`src/hdl/pmp_pkg.sv`:
```
`timescale 1ns / 1ps

package pmp_pkg;

  // Field widths
  localparam int MAX_VARS  = 3;
  localparam int VAR_W     = 2;
  localparam int COEF_W    = 32;
  localparam int EXP_W     = 16;
  localparam int CHAR_W    = 8;
  localparam int DIGIT_W   = 4;
  // coefficient * 10 + digit stays below 2^36
  localparam int ACC_W     = 36;
  localparam int BITCNT_W  = 5;
  localparam int CFG_IDX_W = 3;
  localparam int CFG_W     = 32;

  localparam logic [EXP_W-1:0] EXP_MAX = '1;

  // Character codes
  localparam logic [CHAR_W-1:0] CHAR_STAR  = 8'h2A;
  localparam logic [CHAR_W-1:0] CHAR_CARET = 8'h5E;
  localparam logic [CHAR_W-1:0] CHAR_ZERO  = 8'h30;
  localparam logic [CHAR_W-1:0] CHAR_NINE  = 8'h39;
  localparam logic [CHAR_W-1:0] CHAR_LC_A  = 8'h61;
  localparam logic [CHAR_W-1:0] CHAR_LC_Z  = 8'h7A;
  localparam logic [CHAR_W-1:0] CHAR_UC_A  = 8'h41;
  localparam logic [CHAR_W-1:0] CHAR_UC_Z  = 8'h5A;

  // Register indexes
  localparam logic [CFG_IDX_W-1:0] REG_MODULUS   = 3'd0;
  localparam logic [CFG_IDX_W-1:0] REG_VAR_COUNT = 3'd1;
  localparam logic [CFG_IDX_W-1:0] REG_LETTER_0  = 3'd2;
  localparam logic [CFG_IDX_W-1:0] REG_LETTER_1  = 3'd3;
  localparam logic [CFG_IDX_W-1:0] REG_LETTER_2  = 3'd4;

  typedef struct packed {
    logic [COEF_W-1:0]                modulus;
    logic [VAR_W-1:0]                 var_count;
    logic [MAX_VARS-1:0][CHAR_W-1:0]  letter;
  } cfg_t;

  typedef struct packed {
    logic                             parse_error;
    logic [MAX_VARS-1:0][EXP_W-1:0]   exponent;
    logic [COEF_W-1:0]                coefficient;
  } result_t;

endpackage

```
`src/hdl/pmp_sub_unit.sv`:
```
`timescale 1ns / 1ps

// Shared compare and conditional subtract: res = (a >= b) ? a - b : a
module pmp_sub_unit import pmp_pkg::*; (
  input  logic [ACC_W-1:0] a,
  input  logic [ACC_W-1:0] b,
  output logic [ACC_W-1:0] res
);

  logic ge;

  assign ge  = (a >= b);
  assign res = ge ? (a - b) : a;

endmodule

```
`src/hdl/pmp_core.sv`:
```
`timescale 1ns / 1ps

// Character sequencer: decodes one character per word, reduces coefficient
// digits through the shared subtract unit unless the modulus is zero, and hands out one result per monomial.
module pmp_core import pmp_pkg::*; #(
  parameter int NUM_VARS = 3
) (
  input  logic              clk,
  input  logic              rst,
  input  cfg_t              cfg,
  input  logic              in_valid,
  output logic              in_ready,
  input  logic [CHAR_W-1:0] in_char,
  input  logic              in_last,
  output logic              res_valid,
  input  logic              res_ready,
  output result_t           res
);

  typedef enum logic [2:0] {
    S_IDLE,
    S_DECODE,
    S_MUL,
    S_FIX,
    S_REDUCE,
    S_EMIT
  } state_t;

  typedef enum logic [2:0] {
    PH_START,
    PH_COEF,
    PH_LETTER,
    PH_CARET,
    PH_EXP,
    PH_STAR
  } phase_t;

  state_t                       state;
  phase_t                       phase;
  logic [CHAR_W-1:0]            ch;
  logic                         last;
  logic [COEF_W-1:0]            coef_sum;
  logic [EXP_W-1:0]             exp_sum;
  logic [MAX_VARS-1:0][EXP_W-1:0] exp_store;
  logic [VAR_W-1:0]             cur_var;
  logic                         err;
  logic [ACC_W-1:0]             acc;
  logic [BITCNT_W-1:0]          cnt;

  // Character classes
  logic              is_digit;
  logic              is_letter;
  logic [DIGIT_W-1:0] digit;

  assign is_digit  = (ch >= CHAR_ZERO) && (ch <= CHAR_NINE);
  assign is_letter = ((ch >= CHAR_LC_A) && (ch <= CHAR_LC_Z)) ||
                     ((ch >= CHAR_UC_A) && (ch <= CHAR_UC_Z));
  assign digit     = DIGIT_W'(ch - CHAR_ZERO);

  // Letter match, lowest index wins; unknown letters keep the current variable
  logic [VAR_W-1:0] match_var;
  logic             found;

  always_comb begin
    match_var = cur_var;
    found     = 1'b0;
    for (int k = 0; k < MAX_VARS; k++) begin
      if (!found && (k < NUM_VARS) && (VAR_W'(k) < cfg.var_count) &&
          (cfg.letter[k] == ch)) begin
        match_var = VAR_W'(k);
        found     = 1'b1;
      end
    end
  end

  // Exponent digit: times ten plus digit, saturating
  logic [EXP_W+3:0] exp_mul;
  logic [EXP_W-1:0] exp_next;

  assign exp_mul  = ({4'b0, exp_sum} << 3) + ({4'b0, exp_sum} << 1) + (EXP_W+4)'(digit);
  assign exp_next = (exp_mul > (EXP_W+4)'(EXP_MAX)) ? EXP_MAX : exp_mul[EXP_W-1:0];

  // Coefficient times ten plus digit
  logic [ACC_W-1:0] coef10;

  assign coef10 = (ACC_W'(coef_sum) << 3) + (ACC_W'(coef_sum) << 1) + ACC_W'(digit);

  // Shared subtract unit operands
  logic [ACC_W-1:0] sub_a;
  logic [ACC_W-1:0] sub_b;
  logic [ACC_W-1:0] sub_res;

  always_comb begin
    case (state)
      S_FIX: begin
        sub_a = {acc[ACC_W-2:0], coef_sum[cnt]};
        sub_b = ACC_W'(cfg.modulus);
      end
      default: begin
        sub_a = acc;
        sub_b = ACC_W'(cfg.modulus) << cnt[1:0];
      end
    endcase
  end

  pmp_sub_unit u_sub (
    .a   (sub_a),
    .b   (sub_b),
    .res (sub_res)
  );

  // Result word
  logic end_error;

  assign end_error = err || (phase == PH_START) || (phase == PH_CARET) ||
                     (phase == PH_STAR);

  always_comb begin
    res.parse_error = end_error;
    res.coefficient = end_error ? '0 : coef_sum;
    for (int j = 0; j < MAX_VARS; j++) begin
      res.exponent[j] = (end_error || (j >= NUM_VARS)) ? '0 : exp_store[j];
    end
  end

  assign in_ready  = (state == S_IDLE);
  assign res_valid = (state == S_EMIT);

  // Sequencer
  always_ff @(posedge clk) begin
    if (rst) begin
      state     <= S_IDLE;
      phase     <= PH_START;
      coef_sum  <= '0;
      exp_sum   <= '0;
      exp_store <= '0;
      cur_var   <= '0;
      err       <= 1'b0;
    end else begin
      case (state)
        S_IDLE: begin
          if (in_valid) begin
            ch    <= in_char;
            last  <= in_last;
            state <= S_DECODE;
          end
        end

        S_DECODE: begin
          state <= last ? S_EMIT : S_IDLE;
          if (!err) begin
            case (phase)
              PH_START: begin
                if (is_digit) begin
                  phase <= PH_COEF;
                  state <= S_MUL;
                end else if (is_letter) begin
                  coef_sum             <= COEF_W'(1);
                  cur_var              <= match_var;
                  exp_store[match_var] <= EXP_W'(1);
                  phase                <= PH_LETTER;
                end else begin
                  err <= 1'b1;
                end
              end
              PH_COEF: begin
                if (is_digit) begin
                  state <= S_MUL;
                end else if (ch == CHAR_STAR) begin
                  phase <= PH_STAR;
                end else if (is_letter) begin
                  cur_var              <= match_var;
                  exp_store[match_var] <= EXP_W'(1);
                  phase                <= PH_LETTER;
                end else begin
                  err <= 1'b1;
                end
              end
              PH_LETTER, PH_EXP: begin
                if ((phase == PH_EXP) && is_digit) begin
                  exp_sum            <= exp_next;
                  exp_store[cur_var] <= exp_next;
                end else if ((phase == PH_LETTER) && (ch == CHAR_CARET)) begin
                  phase <= PH_CARET;
                end else if (ch == CHAR_STAR) begin
                  phase <= PH_STAR;
                end else if (is_letter) begin
                  cur_var              <= match_var;
                  exp_store[match_var] <= EXP_W'(1);
                  phase                <= PH_LETTER;
                end else begin
                  err <= 1'b1;
                end
              end
              PH_CARET: begin
                if (is_digit) begin
                  exp_sum            <= EXP_W'(digit);
                  exp_store[cur_var] <= EXP_W'(digit);
                  phase              <= PH_EXP;
                end else begin
                  err <= 1'b1;
                end
              end
              PH_STAR: begin
                if (is_letter) begin
                  cur_var              <= match_var;
                  exp_store[match_var] <= EXP_W'(1);
                  phase                <= PH_LETTER;
                end else begin
                  err <= 1'b1;
                end
              end
              default: begin
                err <= 1'b1;
              end
            endcase
          end
        end

        // Choose the reduction path for a coefficient digit
        S_MUL: begin
          if (cfg.modulus == '0) begin
            coef_sum <= coef10[COEF_W-1:0];
            state    <= last ? S_EMIT : S_IDLE;
          end else if (coef_sum >= cfg.modulus) begin
            // modulus changed mid-monomial: bring the sum below it first
            acc   <= '0;
            cnt   <= BITCNT_W'(COEF_W-1);
            state <= S_FIX;
          end else begin
            acc   <= coef10;
            cnt   <= BITCNT_W'(3);
            state <= S_REDUCE;
          end
        end

        // Bit-serial remainder of the stored sum, MSB first
        S_FIX: begin
          acc <= sub_res;
          cnt <= cnt - BITCNT_W'(1);
          if (cnt == '0) begin
            coef_sum <= sub_res[COEF_W-1:0];
            state    <= S_MUL;
          end
        end

        // Subtract modulus times 8, 4, 2, 1; value is below 16 times modulus
        S_REDUCE: begin
          acc <= sub_res;
          cnt <= cnt - BITCNT_W'(1);
          if (cnt[1:0] == 2'd0) begin
            coef_sum <= sub_res[COEF_W-1:0];
            state    <= last ? S_EMIT : S_IDLE;
          end
        end

        // Hand out the result, then clear for the next monomial
        S_EMIT: begin
          if (res_ready) begin
            phase     <= PH_START;
            coef_sum  <= '0;
            exp_sum   <= '0;
            exp_store <= '0;
            cur_var   <= '0;
            err       <= 1'b0;
            state     <= S_IDLE;
          end
        end

        default: begin
          state <= S_IDLE;
        end
      endcase
    end
  end

endmodule

```
`src/hdl/polynomial_monomial_parser_unit.sv`:
```
`timescale 1ns / 1ps

// Channel   | Direction | Word contents (low bit first)
// s_axis    | in        | tdata: character[7:0]; tlast: monomial_end
// m_axis    | out       | tdata: coefficient, exponent_0..2, parse_error, pad
// cfg       | in        | write only: cfg_we, cfg_index, cfg_data
//
// A character is accepted, then decoded; a coefficient digit then goes through
// 4 passes of the shared compare/subtract unit (none when the modulus is zero).
// A digit seen after the modulus was rewritten mid-monomial below the stored sum
// first takes a bit-serial reduction of that sum. The last character's result is then loaded into the output register.
// Reset is synchronous; no clearing pass.
// The output register holds one result; a stalled m_axis holds the core at the
// next monomial end, and s_axis_tready stays low until the result is taken.
module polynomial_monomial_parser_unit import pmp_pkg::*; #(
  parameter int NUM_VARS = 3
) (
  input  logic                 clk,
  input  logic                 rst,
  input  logic                 s_axis_tvalid,
  output logic                 s_axis_tready,
  input  logic [7:0]           s_axis_tdata,   // character[7:0]
  input  logic                 s_axis_tlast,
  output logic                 m_axis_tvalid,
  input  logic                 m_axis_tready,
  // coefficient[31:0], exponent_0[47:32], exponent_1[63:48],
  // exponent_2[79:64], parse_error[80], zero pad[87:81]
  output logic [87:0]          m_axis_tdata,
  input  logic                 cfg_we,
  input  logic [CFG_IDX_W-1:0] cfg_index,
  input  logic [CFG_W-1:0]     cfg_data
);

  cfg_t    cfg;
  result_t res;
  result_t out_word;
  logic    res_valid;
  logic    res_ready;

  // Configuration registers
  always_ff @(posedge clk) begin
    if (rst) begin
      cfg.modulus   <= COEF_W'(65521);
      cfg.var_count <= VAR_W'(3);
      cfg.letter[0] <= 8'h78;
      cfg.letter[1] <= 8'h79;
      cfg.letter[2] <= 8'h7A;
    end else if (cfg_we) begin
      case (cfg_index)
        REG_MODULUS:   cfg.modulus   <= cfg_data[COEF_W-1:0];
        REG_VAR_COUNT: cfg.var_count <= cfg_data[VAR_W-1:0];
        REG_LETTER_0:  cfg.letter[0] <= cfg_data[CHAR_W-1:0];
        REG_LETTER_1:  cfg.letter[1] <= cfg_data[CHAR_W-1:0];
        REG_LETTER_2:  cfg.letter[2] <= cfg_data[CHAR_W-1:0];
        default: ;
      endcase
    end
  end

  pmp_core #(
    .NUM_VARS (NUM_VARS)
  ) u_core (
    .clk       (clk),
    .rst       (rst),
    .cfg       (cfg),
    .in_valid  (s_axis_tvalid),
    .in_ready  (s_axis_tready),
    .in_char   (s_axis_tdata),
    .in_last   (s_axis_tlast),
    .res_valid (res_valid),
    .res_ready (res_ready),
    .res       (res)
  );

  // Output register
  assign res_ready = !m_axis_tvalid || m_axis_tready;

  always_ff @(posedge clk) begin
    if (rst) begin
      m_axis_tvalid <= 1'b0;
    end else if (res_valid && res_ready) begin
      m_axis_tvalid <= 1'b1;
    end else if (m_axis_tready) begin
      m_axis_tvalid <= 1'b0;
    end
  end

  always_ff @(posedge clk) begin
    if (res_valid && res_ready) begin
      out_word <= res;
    end
  end

  assign m_axis_tdata = {7'b0, out_word};

endmodule

```
`config.mk`:
```
export PLATFORM = sky130hd
export DESIGN_NAME = polynomial_monomial_parser_unit
export DESIGN_NICKNAME = d
export VERILOG_FILES = /design/src/hdl/pmp_pkg.sv /design/src/hdl/pmp_sub_unit.sv /design/src/hdl/pmp_core.sv /design/src/hdl/polynomial_monomial_parser_unit.sv
export SDC_FILE = /design/constraint.sdc
export NUM_CORES = 1
export LEC_CHECK = 0
export BUFFER_PORTS_ARGS = -buffer_cell sky130_fd_sc_hd__buf_2
export CORE_MARGIN = 4
export CORE_UTILIZATION = 62
export CTS_BUF_LIST = sky130_fd_sc_hd__clkbuf_4 sky130_fd_sc_hd__clkbuf_8 sky130_fd_sc_hd__clkbuf_16
export CTS_CLUSTER_SIZE = 10
export DETAILED_ROUTE_END_ITERATION = 6
export PLACE_DENSITY = 0.81
export SYNTH_ARGS = -nofsm -noshare
export SYNTH_HDL_FRONTEND = slang
export SYNTH_SLANG_ARGS = --single-unit
```
`constraint.sdc`:
```
create_clock -name clk -period 7 [get_ports clk]
set_input_delay 0.35 -clock clk [delete_from_list [all_inputs] [get_ports clk]]
set_output_delay 0.35 -clock clk [all_outputs]
set_load 0.02 [all_outputs]
```
=== After elaboration in Yosys (flattened, before gate mapping) ===
Index checks and enable logic that the tools add are counted.

* Eq/ne operators: 39
* Multiplexer cells: 93
* $lt $le $gt $ge: 17
* Add/subtract/negate cells: 7
* Reduce and logical (&&, ||, !) cells: 48
* Shifts and indexed selects: 1
* Bitwise gates (word level): 4

{| class="wikitable"
|+ Operators by type and width
! cell !! number
|-
| $mux 48 || 9
|-
| $mux 32 || 8
|-
| $pmux 48 s5 || 1
|-
| $mux 36 || 5
|-
| $pmux 32 s5 || 1
|-
| $mux 16 || 7
|-
| $bwmux 48 || 2
|-
| $pmux 48 s2 || 1
|-
| $pmux 36 s2 || 1
|-
| $demux 16 s2 || 2
|-
| $pmux 16 s2 || 2
|-
| $mux 3 || 18
|-
| $and 45x45->45 || 1
|-
| $not 45->45 || 1
|-
| $add 35x33->36 || 1
|-
| $add 36x4->36 || 1
|-
| $ge 36x36->1 || 1
|-
| $shl 32x2->36 || 1
|-
| $sub 36x36->36 || 1
|-
| $ge 32x32->1 || 1
|-
| $logic_not 32->1 || 1
|-
| $eq 8x8->1 || 3
|-
| $mux 2 || 11
|-
| $add 19x17->20 || 1
|-
| other kinds (54) || 128
|}

* Output and inout bits: 90
* Input bits: 49
* Word-level logic and storage cells: 233
* Register bits after elaboration: 295

=== Logic depth before layout (Yosys ltp) ===
Gate-level depths: netlist (run 1).

* Depth after elaboration: 24
* Mapped depth: 22
* Gate-level depth less buffers: 17

=== Hierarchy ===
From an unflattened synthesis (run 1), not the netlist that was laid out.

* Cell total of the unflattened synthesis: 2396
* Area total of the unflattened synthesis: 21411.8 µm²

{| class="wikitable"
|+ By module, submodules not included
! module !! cells an instance !! area each (µm²) !! sequential area each (µm²) !! times used
|-
| pmp_core || 1730 || 13877.1 || 3603.5 || 1
|-
| polynomial_monomial_parser_unit || 326 || 4924.7 || 3613.5 || 1
|-
| pmp_sub_unit || 340 || 2610.0 || 0.0 || 1
|}

=== Worst setup path before layout (run 1) ===
Ideal clock, no wire load.

* Path kind: register to register
* Start: register u_core.state[2]
* End: register u_core.exp_store[44] (netlist name)
* Path buffers: 2
* Arrival: 5.916 ns
* Cell stages (with the launch flop): 12
* Setup slack: 0.966 ns
* Path through: dfxtp_1 buf_2 nand3b_1 nor2b_1 a21oi_1 a21oi_1 a21bo_2 nor2b_1 buf_2 a22oi_1 o211ai_1 o221a_2

* Word-level cells in the longest chain between the ends: 3
* Elaborated cells between the ends (all ways): 12
* Classes of those cells: eq/ne: 9; mux: 1; reduce/logical: 2

{| class="wikitable"
|+ Ends and longest elaborated chain
! element !! line !! RTL
|-
| from (decl) || pmp_core.sv:38 || <nowiki>state_t state;</nowiki>
|-
| from (signal assigned) || pmp_core.sv:150 || <nowiki>state <= last ? S_EMIT : S_IDLE;</nowiki>
|-
| from (signal assigned) || pmp_core.sv:224 || <nowiki>state <= last ? S_EMIT : S_IDLE;</nowiki>
|-
| from (signal assigned) || pmp_core.sv:253 || <nowiki>state <= last ? S_EMIT : S_IDLE;</nowiki>
|-
| $eq 3x1->1 / $eq 3x3->1 (equally long branches) || pmp_core.sv:140 || <nowiki>case (state)</nowiki>
|-
| $ne 6x3->1 (no line) (tied with other cells) || n/a ||
|-
| $reduce_and 8->1 (no line) || n/a ||
|-
| to (signal, indexed assignment) || pmp_core.sv:182 || <nowiki>exp_store[cur_var] <= exp_next;</nowiki>
|-
| to (signal, indexed assignment) || pmp_core.sv:198 || <nowiki>exp_store[cur_var] <= EXP_W'(digit);</nowiki>
|-
| to (decl) || pmp_core.sv:44 || <nowiki>logic [MAX_VARS-1:0][EXP_W-1:0] exp_store;</nowiki>
|}

Parallel ways exist; a longest one is shown, timed or not.
A chain may end at the register's enable or synchronous reset.

=== Worst setup path after layout (run 1) ===
* Start: register u_core.cnt[1]
* End: register u_core.acc[4], data pin

* Word-level cells in the longest chain between the ends: 6
* Elaborated cells between the ends (all ways): 9
* Classes of those cells: add/sub: 1; order compare: 1; shift: 1; mux: 6

{| class="wikitable"
|+ Ends and longest elaborated chain
! element !! line !! RTL
|-
| from (decl) || pmp_core.sv:48 || <nowiki>logic [BITCNT_W-1:0] cnt;</nowiki>
|-
| from (signal assigned) || pmp_core.sv:228 || <nowiki>cnt <= BITCNT_W'(COEF_W-1);</nowiki>
|-
| from (signal assigned) || pmp_core.sv:240 || <nowiki>cnt <= cnt - BITCNT_W'(1);</nowiki>
|-
| from (signal assigned) || pmp_core.sv:250 || <nowiki>cnt <= cnt - BITCNT_W'(1);</nowiki>
|-
| $bmux 1 s5 || pmp_core.sv:96 || <nowiki>sub_a = {acc[ACC_W-2:0], coef_sum[cnt]};</nowiki>
|-
| $mux 1 (implied by the code) || pmp_core.sv:96 ||
|-
| $mux 36 || pmp_core.sv:94 || <nowiki>case (state)</nowiki>
|-
| $sub 36x36->36 / $ge 36x36->1 (equally long branches) || pmp_sub_unit.sv:13, pmp_sub_unit.sv:12 ||
|-
| $mux 36 (*) || pmp_sub_unit.sv:13 || <nowiki>assign res = ge ? (a - b) : a;</nowiki>
|-
| $pmux 36 s2 (*) || pmp_core.sv:140 ||
|-
| to (signal assigned) || pmp_core.sv:231 || <nowiki>acc <= coef10;</nowiki>
|-
| to (signal assigned) || pmp_core.sv:239 || <nowiki>acc <= sub_res;</nowiki>
|-
| to (signal assigned) || pmp_core.sv:249 || <nowiki>acc <= sub_res;</nowiki>
|-
| to (decl) || pmp_core.sv:47 || <nowiki>logic [ACC_W-1:0] acc;</nowiki>
|}

Every way passes the cells marked *; elsewhere a longest branch is shown, timed or not. The select of a mux whose other input is x is not followed.

==> results of run 1 <==
[worst max path at each step]
stage,slack [ns],startpoint,depth (start not counted),endpoint
floorplan,0.97,u_core.state[2]$_SDFFE_PP0P_,11,u_core.exp_store[44]$_SDFFE_PP0P_
detailed placement,1.36,u_core.cnt[0]$_SDFFCE_PP1P_,19,u_core.acc[14]$_DFFE_PP_
global placement,1.49,u_core.cnt[0]$_SDFFCE_PP1P_,19,u_core.acc[4]$_DFFE_PP_
finish,1.22,u_core.cnt[1]$_SDFFCE_PP1P_,19,u_core.acc[4]$_DFFE_PP_
CTS,1.36,u_core.cnt[0]$_SDFFCE_PP1P_,19,u_core.acc[14]$_DFFE_PP_
global route,0.83,u_core.cnt[0]$_SDFFCE_PP1P_,19,u_core.acc[4]$_DFFE_PP_
[state kept, by name, indices dropped and copies added (netlist names), 2 cells and up]
name and cells:
m_axis_tdata 81, cfg 58, u_core.exp_store 48, u_core.acc 36, u_core.coef_sum 32, u_core.exp_sum 16
u_core.ch 8, u_core.cnt 5, u_core.phase 3, u_core.state 3, u_core.cur_var 2
[power by group]
group,switching (mW),internal (mW)
Combinational,0.336,0.183
Clock,0.744,1.07
Sequential,0.0493,1.83
[through the flow]
stage / power (mW) / hold slack, ns
finish: 4.21 / 0.0125
CTS: 4.19 / 0.00240
floorplan: 2.26 / 0.417
detailed placement: 2.41 / 0.453
global placement: 2.39 / 0.438
global route: 4.33 / 0.0213
[cells by family after synthesis]
logic type,Yosys count
adder cells (fa/ha/maj),168
multiplexers,93
AND/OR/NAND/NOR,807
buffers and inverters,230
XOR/XNOR,88
other,1
AO/OA/AOI/OAI,765
flip-flops,295
[cells in the final DEF (no fill, tap or decap), drive strengths merged, types with 11 or more instances in the layout]
cell type / instances
clkbuf: 54
mux2i: 27
a221oi: 23
a31oi: 24
a22oi: 20
a211oi: 30
nand3: 50
o221ai: 11
nor3: 57
a2bb2oi: 11
ha: 163
nand3b: 20
inv: 84
or2: 11
o211ai: 23
a211o: 27
nand4: 24
mux2: 32
a21oi: 223
nor4: 12
and2: 95
nor2: 174
mux4: 34
nand2b: 25
xor2: 25
xnor2: 63
o21ai: 150
nand2: 266
edfxtp: 131
buf: 158
o22ai: 34
o21a: 16
and3: 24
or3: 12
nor2b: 15
a21o: 58
dfxtp: 164
[layout make-up]
class	count	area (µm²)	area share
multi-input cells	1928	13500	0.569
flip-flops and latches	295	7220	0.305
clock buffers	54	1040	0.0438
repair buffers	167	951	0.0402
well taps	455	569	0.0241
inverters	83	312	0.0132
clock inverters	7	87.6	0.00371
diodes	1	2.50	0.000106
[worst max-delay path, delay by kind of cell, from the launching register on]
kind	cells	cell delay (ns)
AO/OA/AOI/OAI	7	1.54
buffers and inverters	3	0.59
multiplexers	3	1.11
AND/OR/NAND/NOR	4	0.71
adder cells (fa/ha/maj)	2	0.65
flip-flops	1	0.88
[per-layer routing]
| metal | wire, µm | track usage | part of all wire |
|---|---|---|---|
| met5 | 27 | 0 | 0.00040 |
| met2 | 29700 | 0.521 | 0.44 |
| met4 | 2560 | 0.122 | 0.038 |
| met1 | 27100 | 0.470 | 0.40 |
| met3 | 7860 | 0.0849 | 0.12 |
==> flow_summary.ini, run 1 <==
[run_status]
status = complete, no violations

[synth]
synthXorXnorAreaFrac = 0.0361
yosysWarnings = 0
synth_compound_area_frac = 0.237
synth_area_leader_cell = edfxtp_1
syn_avg_cell_area_um2 = 8.81
netlist_area_um2 = 21600
yosysMostFrequentCell = nand2_1
synth_top_family_by_area = compound AO/OA/AOI/OAI gates
synth_mux_area_frac = 0.0649
synth_fa_ha_area_frac = 0.0992
synthDistinctLibCells = 107
yosysSeqAreaShare = 0.335
yosysTopAreaCellShare = 0.182
synthTopCellsByArea = edfxtp_1, dfxtp_1, ha_1, a21oi_1, nand2_1
synthTopCellsByCount = nand2_1, a21oi_1, nor2_1, dfxtp_1, ha_1
synthFlopType = dfxtp_1
ys_ff_latch = 295
synthArstFlopShare = 0
synth-simple-area-share = 0.183
syn_inst = 2447
synth_edf_count = 131

[critical_path]
r2r-end = u_core.acc[4]$_DFFE_PP_
rrSetupSlack_ns = 1.22
r2r_cells = 19
crit_path_max_incr_delay_ns = 0.88
crit_path_start_kind = flip-flop
worst_setup_path_end_kind = flip-flop
critPathSlowestCell = edfxtp_1
worstPathCellList = mux4_2 > mux4_2 > mux2i_1 > nor2_1 > a21oi_1 > ha_1 > inv_1 > fa_1 > a211oi_2 > nor2_1 > o31ai_1 > buf_4 > a211oi_2 > o21ai_1 > and2_1 > buf_4 > nor3_1 > o21ai_0 > o21ai_0
reg2reg_from = u_core.cnt[1]$_SDFFCE_PP1P_
arrival_ns = 6.04
required_ns = 7.26
worstSetupPathType = flip-flop to flip-flop
critPathMaxFanout = 20

[clock_network]
cts_resized = 0
cts_tree = done
cts_htree_levels = 2
cts_hold_buf = 9
cts_root_buffer = clkbuf_16
clock_sinks = 295
numCtsBuffers = 36
cts_setup_buffers = 0
clock_latency_ns = 0.56
cts.clk_slew.worst_paths_ns = 0.06
clockBufferDepth = 3

[final_layout]
stdcell_area_um2 = 23600
nets = 2728
fin_cells = 2990
synthToLayoutAreaGrowth_pct = 9.57
drive_gt1_frac = 0.135
n_fill_cell = 2707
fin_util = 0.686

[worst_hold_path]
holdPathEnd = cfg[40]$_SDFFE_PP1P_
hold_start = cfg_data[14]
hold-path-cell-count = 2
worstHoldPathType = primary input to flip-flop

[drt]
drt_pre_antenna_iters = 7
routedWlPerCell_um = 22.5
antenna_left = 0
wl_um = 67300
dr_total_vias = 20100
drc_errors = 0
drtIter0Drc = 2235
viasPerCell = 6.74

[global_route]
overflow = 0
grt_pass1_wl_um = 105000
antenna_found_initial = 2
grt_use_total = 0.340
grt_max_degree = 85
grt_pass1_vias = 18700

[die]
num_io_pins = 139
initial_core_util = 0.626
die_h_um = 194
rows = 68
core_um2 = 34500
die_w_um = 194
dieArea_um2 = 37800

[timing]
rsz0062_at_grt = false
max_freq_ghz = 0.173
fin_crit_sh = 0.825
finalSetupTns_ns = 0
drv_slew = 0
finalSetupViolations = 0
finalClockSkew_ns = 0.0271
hold_violations = 0
worstMarginPinSlew_ns = 1.24
fin_crit_ns = 5.78
relSlewSlack = 0.172
fin_ws_ns = 1.22

[pwr]
vdd.ir_drop.worst_mv = 0.179
p_leak_nw = 9.81
p_per_area_nw_per_um2 = 178

[place]
gp_congestion = 1.01
placed_area_um2 = 22400
dpl.cell_count = 2919
dp_hpwl_um = 50200
pre_cts_slack_ns = 1.36
io_buffer_count = 131

[run]
drv_cap = 0
No activity file was read; power rests on OpenSTA's default activity.
==> inputs of run 2 (changes only) <==
- clock period: 7 -> 5.9 ns (I/O delays scaled with it)
==> flow_summary.ini, run 2 (same netlist as run 1, synthesis figures left out) <==
[drt]
routedWlPerCell_um = 23.0
drt_pre_antenna_iters = 6
drtIter0Drc = 2516
drc_errors = 0
dr_total_vias = 20600
antenna_left = 0
viasPerCell = 6.80
wl_um = 69500

[pwr]
p_total_mw = 5.04
vdd.ir_drop.worst_mv = 0.232
p_leak_nw = 10.0
p_per_area_nw_per_um2 = 210

[critical_path]
cp_top_family = multiplexers
crit_buf_inv = 3
critPathMaxFanout = 22
arrival_ns = 5.67
required_ns = 6.19
crit_path_max_incr_delay_ns = 0.68
critPathSlowestCell = edfxtp_1
r2r_cells = 19
worstSetupPathType = flip-flop to flip-flop
worst_setup_path_end_kind = flip-flop
path_depth = 19
crit_path_start_kind = flip-flop
worstPathCellList = mux4_2 > mux4_2 > mux2i_1 > nor2_1 > a21oi_1 > ha_1 > inv_1 > fa_1 > a211oi_2 > nor2_1 > o31ai_1 > buf_4 > a211oi_2 > o21ai_1 > nand2_4 > buf_4 > mux2_2 > nand2_1 > o21ai_0

[clock_network]
cts_htree_levels = 2
cts_resized = 0
numCtsBuffers = 37
cts_root_buffer = clkbuf_16
clock_latency_ns = 0.56
cts_tree = done
clockBufferDepth = 3
cts.clk_slew.worst_paths_ns = 0.06
clock_sinks = 295

[final_layout]
drive_gt1_frac = 0.141
fin_util = 0.697
n_antenna_cell = 0
final_cell_mix = nand2_1, a21oi_1, nor2_1
synthToLayoutAreaGrowth_pct = 11.3
nets = 2767
largest_reg_flops = 81
n_fill_cell = 2698
layout_commonest_cell = nand2_1

[die]
num_io_pins = 139
rows = 68
dieArea_um2 = 37800
initial_core_util = 0.626
core_um2 = 34500
die_h_um = 194
die_w_um = 194

[timing]
finalSetupTns_ns = 0
rsz0062_at_grt = false
hold_violations = 0
drv_slew = 0
fin_crit_sh = 0.911
finalSetupViolations = 0
finalClockSkew_ns = 0.0290
whs_ns = 0.0183
fin_crit_ns = 5.38
max_freq_ghz = 0.186
relSlewSlack = 0.166
worstMarginPinSlew_ns = 1.25

[global_route]
grt_pass1_vias = 19200
grt_use_total = 0.350
overflow = 0
antenna_found_initial = 2
grt_pass1_wl_um = 107000
grt_max_degree = 90

[place]
io_buffer_count = 131
dp_hpwl_um = 50800
gp_congestion = 1.04

[run_status]
status = complete, no violations

[worst_hold_path]
worstHoldPathType = primary input to flip-flop
hold-path-cell-count = 3

[run]
drv_cap = 0
run 2: power breakdown:
group / switching [mW] / leakage (nW) / internal (mW)
Sequential: 0.0577 / 2.46 / 2.17
Combinational: 0.401 / 6.97 / 0.229
Clock: 0.889 / 0.582 / 1.29
Total: 1.35 / 10.0 / 3.69
run 2: path summary, 6_finish.rpt:
path | from | end | slack (ns)
setup reg to reg | u_core.cnt[0]$_SDFFCE_PP1P_ | u_core.acc[12]$_DFFE_PP_ | 0.52
hold / removal | cfg_data[27] | cfg[53]$_SDFFE_PP0P_ | 0.02
hold reg to reg | cfg[16]$_SDFFE_PP0P_ | cfg[16]$_SDFFE_PP0P_ | 0.47
setup / recovery | u_core.cnt[0]$_SDFFCE_PP1P_ | u_core.acc[12]$_DFFE_PP_ | 0.52
run 2: layout make-up:
class / count / area, µm² / area share
Clock inverter: 5 / 38.8 / 0.00162
Inverter: 83 / 312 / 0.0130
Tap cell: 455 / 569 / 0.0237
Sequential cell: 295 / 7220 / 0.301
Clock buffer: 59 / 1110 / 0.0462
Timing Repair Buffer: 205 / 1310 / 0.0544
Multi-Input combinational cell: 1928 / 13500 / 0.560
run 2: per-layer routing:
metal	global-route usage	share of wire
met3	0.0733	0.11
met5	0	0.00029
met2	0.555	0.45
met4	0.165	0.053
met1	0.460	0.39
run 2: metrics by stage:
step / instances / cell area, µm² / setup slack (ns)
6_report: 3030 / 24000 / 0.522
5_1_grt: 3030 / 24000 / 0.158
4_1_cts: 3030 / 24000 / 0.586
3_5_place_dp: 2934 / 22500 / 0.612
3_3_place_gp: 2934 / 22500 / 0.777
2_1_floorplan: 2453 / 21600 / 0.778
run 2: timing repair:
| action | in CTS | in global routing |
|---|---|---|
| buffers inserted | 0 | 0 |
| hold buffers | 32 | 0 |
| hold endpoints to repair | 32 | 0 |
run 2: tightest hold or removal path: cells and delay by family:
kind            cells  cell delay (ns)
compound gates      1             0.06
simple gates        1             0.06
buf+inv             1             0.10
